[src/rtl/mcpr_pkg.sv]
`default_nettype none
package mcpr_pkg;

  localparam int CHANNELS = 8;
  localparam int CH_IDX_W = (CHANNELS > 1) ? $clog2(CHANNELS) : 1;

  // Q1.16 unity for progress
  localparam logic [16:0] ONE_Q16 = 17'h10000;

  localparam logic [1:0] CMD_TICK  = 2'd0;
  localparam logic [1:0] CMD_QUERY = 2'd1;
  localparam logic [1:0] CMD_CLEAR = 2'd2;

  localparam logic [1:0] PH_START   = 2'd0;
  localparam logic [1:0] PH_RESTART = 2'd1;
  localparam logic [1:0] PH_RAMP    = 2'd2;
  localparam logic [1:0] PH_ARRIVED = 2'd3;

  typedef struct packed {
    logic [1:0]         cmd;
    logic [2:0]         channel;
    logic [15:0]        ramp_ms;
    logic signed [15:0] target_position;
  } in_item_t;

  typedef struct packed {
    logic signed [15:0] position;
    logic               arrived;
  } out_item_t;

  typedef struct packed {
    logic        start;
    logic [15:0] dividend;
    logic [15:0] divisor;
  } div_req_t;

endpackage
`default_nettype wire

[src/rtl/mcpr_div.sv]
`default_nettype none
// Restoring divider: quotient = (dividend << 16) / divisor, dividend < divisor,
// one quotient bit per cycle.
module mcpr_div (
  input  wire                 clk,
  input  wire                 rst,
  input  mcpr_pkg::div_req_t  req,
  output logic                done,
  output logic [15:0]         quotient
);

  logic        busy;
  logic [3:0]  cnt;
  logic [15:0] rem;
  logic [15:0] divisor;
  logic [16:0] rem_shift;
  logic        fits;

  assign rem_shift = {rem, 1'b0};
  assign fits      = rem_shift >= {1'b0, divisor};

  always_ff @(posedge clk) begin
    if (rst) begin
      busy <= 1'b0;
      done <= 1'b0;
      cnt  <= '0;
    end else begin
      done <= 1'b0;
      if (req.start) begin
        busy     <= 1'b1;
        cnt      <= '0;
        rem      <= req.dividend;
        divisor  <= req.divisor;
        quotient <= '0;
      end else if (busy) begin
        if (fits) begin
          rem <= 16'(rem_shift - {1'b0, divisor});
        end else begin
          rem <= rem_shift[15:0];
        end
        quotient <= {quotient[14:0], fits};
        cnt      <= cnt + 4'd1;
        if (cnt == 4'd15) begin
          busy <= 1'b0;
          done <= 1'b1;
        end
      end
    end
  end

endmodule
`default_nettype wire

[src/rtl/multi_channel_position_ramp_unit.sv]
`default_nettype none
// Channel   Direction  Payload               Handshake
// item      in         mcpr_pkg::in_item_t   item_valid / item_stall
// result    out        mcpr_pkg::out_item_t  result_valid / result_stall
//
// Tick and clear transactions take effect in the accept cycle; the input stays open.
// A query holds the input until its result is loaded; the long path is a ramp step,
// through the serial divider, one multiply and one add.
// The result register frees the input while a finished result waits to be taken;
// a query finishing while that register is still stalled holds until it drains.
// Synchronous reset returns all channels to position 0, phase start.
module multi_channel_position_ramp_unit (
  input  wire                  clk,
  input  wire                  rst,
  input  wire                  item_valid,
  output logic                 item_stall,
  input  mcpr_pkg::in_item_t   item,
  output logic                 result_valid,
  input  wire                  result_stall,
  output mcpr_pkg::out_item_t  result
);

  localparam int CW = mcpr_pkg::CH_IDX_W;
  localparam int NCH = mcpr_pkg::CHANNELS;

  localparam logic [2:0] S_IDLE = 3'd0;
  localparam logic [2:0] S_LOOK = 3'd1;
  localparam logic [2:0] S_STEP = 3'd2;
  localparam logic [2:0] S_DIV  = 3'd3;
  localparam logic [2:0] S_MUL  = 3'd4;
  localparam logic [2:0] S_ADD  = 3'd5;
  localparam logic [2:0] S_DONE = 3'd6;

  logic [2:0] state;

  logic [1:0]         phase        [NCH];
  logic [16:0]        progress     [NCH];
  logic signed [15:0] start_pos    [NCH];
  logic signed [15:0] prior_target [NCH];
  logic signed [15:0] current_pos  [NCH];
  logic [31:0]        last_stamp   [NCH];
  logic [31:0]        tick_count;

  mcpr_pkg::in_item_t cur;
  logic [31:0]        elapsed;
  logic signed [34:0] prod;
  logic signed [15:0] res_pos;
  logic               res_arr;

  logic [CW-1:0]      cidx;
  logic               out_of_range;
  logic               restart;
  logic signed [15:0] tgt;
  logic [1:0]         ph;
  logic signed [16:0] diff;
  logic signed [34:0] prod_round;
  logic signed [34:0] prod_shift;
  logic signed [15:0] lerp_pos;
  logic [17:0]        sum;
  logic               accept;

  mcpr_pkg::div_req_t div_req;
  logic               div_done;
  logic [15:0]        div_q;

  assign accept       = item_valid && !item_stall;
  assign item_stall   = state != S_IDLE;
  assign cidx         = CW'(cur.channel);
  assign out_of_range = 32'(cur.channel) >= 32'(NCH);
  assign tgt          = cur.target_position;
  assign ph           = phase[cidx];
  // phase start behaves as restart, start_pos is reloaded anyway
  assign restart      = ph == mcpr_pkg::PH_START || ph == mcpr_pkg::PH_RESTART ||
                        tgt != prior_target[cidx];
  assign diff         = 17'(tgt) - 17'(start_pos[cidx]);
  assign prod_round   = prod + 35'sd32768;
  assign prod_shift   = prod_round >>> 16;
  assign lerp_pos     = start_pos[cidx] + prod_shift[15:0];
  assign sum          = {1'b0, progress[cidx]} + {2'b0, div_q};

  assign div_req.start    = state == S_STEP && elapsed != 32'd0 &&
                            elapsed < {16'd0, cur.ramp_ms};
  assign div_req.dividend = elapsed[15:0];
  assign div_req.divisor  = cur.ramp_ms;

  mcpr_div u_div (
    .clk      (clk),
    .rst      (rst),
    .req      (div_req),
    .done     (div_done),
    .quotient (div_q)
  );

  always_ff @(posedge clk) begin
    if (rst) begin
      state        <= S_IDLE;
      result_valid <= 1'b0;
      tick_count   <= '0;
      for (int i = 0; i < NCH; i++) begin
        phase[i]        <= mcpr_pkg::PH_START;
        progress[i]     <= '0;
        start_pos[i]    <= '0;
        prior_target[i] <= '0;
        current_pos[i]  <= '0;
        last_stamp[i]   <= '0;
      end
    end else begin
      if (result_valid && !result_stall && state != S_DONE) begin
        result_valid <= 1'b0;
      end
      case (state)
        S_IDLE: begin
          if (accept) begin
            cur <= item;
            case (item.cmd)
              mcpr_pkg::CMD_TICK: begin
                tick_count <= tick_count + 32'd1;
              end
              mcpr_pkg::CMD_CLEAR: begin
                tick_count <= '0;
                for (int i = 0; i < NCH; i++) begin
                  phase[i]       <= mcpr_pkg::PH_RESTART;
                  progress[i]    <= '0;
                  start_pos[i]   <= '0;
                  current_pos[i] <= '0;
                end
              end
              mcpr_pkg::CMD_QUERY: begin
                state <= S_LOOK;
              end
              default: begin
              end
            endcase
          end
        end
        S_LOOK: begin
          if (out_of_range) begin
            res_pos <= tgt;
            res_arr <= 1'b0;
            state   <= S_DONE;
          end else if (cur.ramp_ms == 16'd0) begin
            progress[cidx]    <= mcpr_pkg::ONE_Q16;
            phase[cidx]       <= mcpr_pkg::PH_RAMP;
            current_pos[cidx] <= tgt;
            res_pos           <= tgt;
            res_arr           <= 1'b1;
            state             <= S_DONE;
          end else if (restart) begin
            progress[cidx]     <= '0;
            prior_target[cidx] <= tgt;
            last_stamp[cidx]   <= tick_count;
            start_pos[cidx]    <= current_pos[cidx];
            phase[cidx]        <= mcpr_pkg::PH_RAMP;
            res_pos            <= current_pos[cidx];
            res_arr            <= 1'b0;
            state              <= S_DONE;
          end else if (ph == mcpr_pkg::PH_ARRIVED) begin
            current_pos[cidx] <= tgt;
            start_pos[cidx]   <= tgt;
            res_pos           <= tgt;
            res_arr           <= progress[cidx] == mcpr_pkg::ONE_Q16;
            state             <= S_DONE;
          end else begin
            elapsed <= tick_count - last_stamp[cidx];
            state   <= S_STEP;
          end
        end
        S_STEP: begin
          if (elapsed == 32'd0) begin
            res_pos <= current_pos[cidx];
            res_arr <= progress[cidx] == mcpr_pkg::ONE_Q16;
            state   <= S_DONE;
          end else begin
            last_stamp[cidx] <= tick_count;
            if (elapsed >= {16'd0, cur.ramp_ms}) begin
              // increment is at least one full ramp
              progress[cidx] <= mcpr_pkg::ONE_Q16;
              phase[cidx]    <= mcpr_pkg::PH_ARRIVED;
              state          <= S_MUL;
            end else begin
              state <= S_DIV;
            end
          end
        end
        S_DIV: begin
          if (div_done) begin
            if (sum >= {1'b0, mcpr_pkg::ONE_Q16}) begin
              progress[cidx] <= mcpr_pkg::ONE_Q16;
              phase[cidx]    <= mcpr_pkg::PH_ARRIVED;
            end else begin
              progress[cidx] <= sum[16:0];
            end
            state <= S_MUL;
          end
        end
        S_MUL: begin
          prod  <= diff * $signed({1'b0, progress[cidx]});
          state <= S_ADD;
        end
        S_ADD: begin
          current_pos[cidx] <= lerp_pos;
          res_pos           <= lerp_pos;
          res_arr           <= progress[cidx] == mcpr_pkg::ONE_Q16;
          state             <= S_DONE;
        end
        S_DONE: begin
          if (!result_valid || !result_stall) begin
            result_valid     <= 1'b1;
            result.position  <= res_pos;
            result.arrived   <= res_arr;
            state            <= S_IDLE;
          end
        end
        default: begin
          state <= S_IDLE;
        end
      endcase
    end
  end

endmodule
`default_nettype wire

[config.mk]
export PLATFORM = sky130hd
export DESIGN_NAME = multi_channel_position_ramp_unit
export DESIGN_NICKNAME = d
export VERILOG_FILES = /design/src/rtl/mcpr_pkg.sv /design/src/rtl/mcpr_div.sv /design/src/rtl/multi_channel_position_ramp_unit.sv
export SDC_FILE = /design/constraint.sdc
export NUM_CORES = 2
export LEC_CHECK = 0
export BUFFER_PORTS_ARGS = -buffer_cell sky130_fd_sc_hd__buf_2
export CAP_MARGIN = 20
export CORE_ASPECT_RATIO = 0.5
export CORE_MARGIN = 10
export CORE_UTILIZATION = 45
export CTS_CLUSTER_DIAMETER = 40
export DETAILED_ROUTE_END_ITERATION = 8
export GPL_ROUTABILITY_DRIVEN = 0
export SLEW_MARGIN = 15
export SYNTH_ARGS = -nofsm -noshare
export SYNTH_HDL_FRONTEND = slang
export SYNTH_HIERARCHICAL = 1
export SYNTH_SLANG_ARGS = --single-unit
[constraint.sdc]
create_clock -name clk -period 12.2 [get_ports clk]
set_clock_uncertainty 0.2 [all_clocks]
set_input_delay 1.83 -clock clk [delete_from_list [all_inputs] [get_ports clk]]
set_output_delay 1.83 -clock clk [all_outputs]
set_load 0.05 [all_outputs]
==> results_dict.tcl <==
set metrics [dict create \
    cp-end-kind "register" \
    tritoncts "yes" \
    avgSynthCellArea_um2 12.4 \
    grt_first_pass_wirelength_um 236000 \
    syn_inst 4611 \
    seq_area_um2 29600 \
    ys_ff_latch 1003 \
    num_vias 36500 \
    final.setup.worst_slack_ns 1.34 \
    synth_ff_type "edfxtp_1" \
    critPathTopFamily "adder cells" \
    maxSlewHeadroom 0.221 \
    max_slew.worst_pin.slew_ns 1.17 \
    reg2reg_slack_ns 1.34 \
    synth_top_area_cell "edfxtp_1" \
    multi_input_area_um2 25300 \
    setup_viol 0 \
    track_usage 0.215 \
    critPathLaunchType "register" \
    drt_iter0_markers 3403 \
    async_flop_share 0 \
    core_area_um2 126000 \
    ctsResizeCount 0 \
    port_buffers 59 \
    die_area_um2 143000 \
    cts_sinks 1003 \
    hold_violations 0 \
    placedCellCount 6209 \
    layout_min_cycle_time_ns 10.86 \
    netlist_area_um2 57400 \
    area_delta_synth_final_pct 9.92 \
    diodes 0 \
    cts_buffer_depth 3 \
    grt_pass1_vias 37700 \
    drcViolationCount 0 \
    synthTopCellsByCount "edfxtp_1, nor2_1, inv_1" \
    slowest_delay_ns 0.82 \
    drv_cap 0 \
    fin_crit_sh 0.890 \
    ys_types 85 \
    max_clock_freq_mhz 92.1 \
    die_w_um 525 \
    dp_slack_ns 1.35 \
    ant_nets 0 \
    min_path_type "register to register" \
    yosysTopAreaCellShare 0.497 \
    drt_first_pass_iters 5 \
    synth_edf_count 950 \
    path_clk_slew_ns 0.07 \
    grt_max_degree 121 \
    viasPerCell 5.71 \
    ctsHoldBuffers 0 \
    grt_setup_unrepaired "false" \
    layout.nets 5109 \
    htreeDepth 3 \
    synth_warnings 6 \
    yosysSeqAreaShare 0.515 \
    postCtsSetupRepairBufs 0 \
    slew_viol_final 0 \
    num-fill-cells 10900 \
    place_hpwl_um 102000 \
    die_h_um 273 \
    antenna_found_initial 5 \
    drive_gt1_frac 0.133 \
    crit_type "register to register" \
    grt_overflow_total 0 \
    yosys-top-cells-area "edfxtp_1, fa_1, mux4_2" \
    ios 60 \
    start_util 0.455 \
    cts_root_buffer "clkbuf_16" \
    wl_um 156000 \
    critPathBufInv 3 \
    rows 92 \
    crit_slowest_cell "dfxtp_4" \
    cts_made_buffers 101 \
    cp.required_ns 12.45 \
    fin_tns_setup_ns 0 \
    path_max_fanout 35 \
    status "finished clean" \
    cp_data_arrival_time_ns 11.11 \
    stdcell_count 6397 \
    post_drt_wl_per_cell_um 24.4 \
    path_common_cell "fa_1" \
    clock_latency_ns 0.73 \
    hold_slack_ns 0.222 \
    yosysMostFrequentCell "edfxtp_1" \
    syn-num-nets 5099 \
]
[cell type report]
class / instances / area share
timing repair buffer: 169 / 0.0183
sequential: 1003 / 0.469
clock buffer: 119 / 0.0415
tap: 1692 / 0.0336
inverter: 393 / 0.0234
clock inverter: 68 / 0.0129
multi-input combinational: 2953 / 0.401
[worst register-to-register path: cells and delay by family, from the launching register on]
family                   cells  cell delay [ns]
AO/OA/AOI/OAI               10             2.32
XOR/XNOR                     3             1.22
adder cells (fa/ha/maj)      9             4.01
buffers and inverters        3             0.16
flip-flops                   1             0.82
multiplexers                 2             0.91
AND/OR/NAND/NOR              5             0.95
[registers in the layout (all words and copies together), names as in the netlist, 17 cells and up, named ones only]
name,cells
last_stamp,256
tick_count,32
prod,17
prior_target,128
progress,136
current_pos,128
result,17
elapsed,32
start_pos,128
[metal layers]
layer  track usage  vias up  part of all wire
met1         0.286    18500              0.42
met3        0.0408      307             0.076
met4        0.0723        4             0.035
li1              -    16300                 -
met2         0.356     1402              0.47
met5             0        -           0.00017
[placed cells by master, fill, tap and decap left out, drive strengths merged, types with 11 or more instances in the layout]
cell type,netlist,final
ha,219,219
a22oi,26,26
nor2b,72,72
a211oi,23,23
xnor2,101,101
mux2i,105,105
edfxtp,950,950
o21ai,95,95
or3,18,18
o21a,22,22
or2,21,21
and3,42,42
dfxtp,53,53
inv,380,395
nor4,32,32
a31oi,11,11
xor2,54,54
a21oi,98,98
mux4,198,198
nor3b,11,11
nand2b,49,49
nand3,52,52
a21o,36,36
clkbuf,182,120
bufinv,0,11
buf,80,168
nand4,24,24
nor3,100,100
clkinv,13,49
nor2,574,574
fa,228,228
mux2,30,30
and2,347,347
nand2,245,245
o211ai,15,15
[logic make-up after synthesis]
group / Yosys count / synth area share
compound gates: 405 / 0.0465
xor+xnor: 156 / 0.0240
buf+inv: 655 / 0.0457
flops: 1003 / 0.515
simple gates: 1612 / 0.139
mux: 333 / 0.102
fa+ha+maj: 447 / 0.127
[metrics by stage]
step,instance area (um^2),util
after floorplan,57400,-
after global placement,59600,0.472
after detailed placement,59700,0.472
after CTS,63100,0.500
after global routing,63100,0.500
final,63100,0.500
[final timing paths]
path | start | end | cells past startpoint
worst max-delay path | register | prod[31]$_DFFE_PP_ | 32
worst min-delay path | res_pos[0]$_DFFE_PP_ | result[1]$_DFFE_PP_ | 0
worst max register to register | register | prod[31]$_DFFE_PP_ | 32
worst min register to register | res_pos[0]$_DFFE_PP_ | result[1]$_DFFE_PP_ | 0
Power is left out: the tool's default activity adds up to more than one toggle a clock period on the data nets, which glitch-free logic cannot reach.
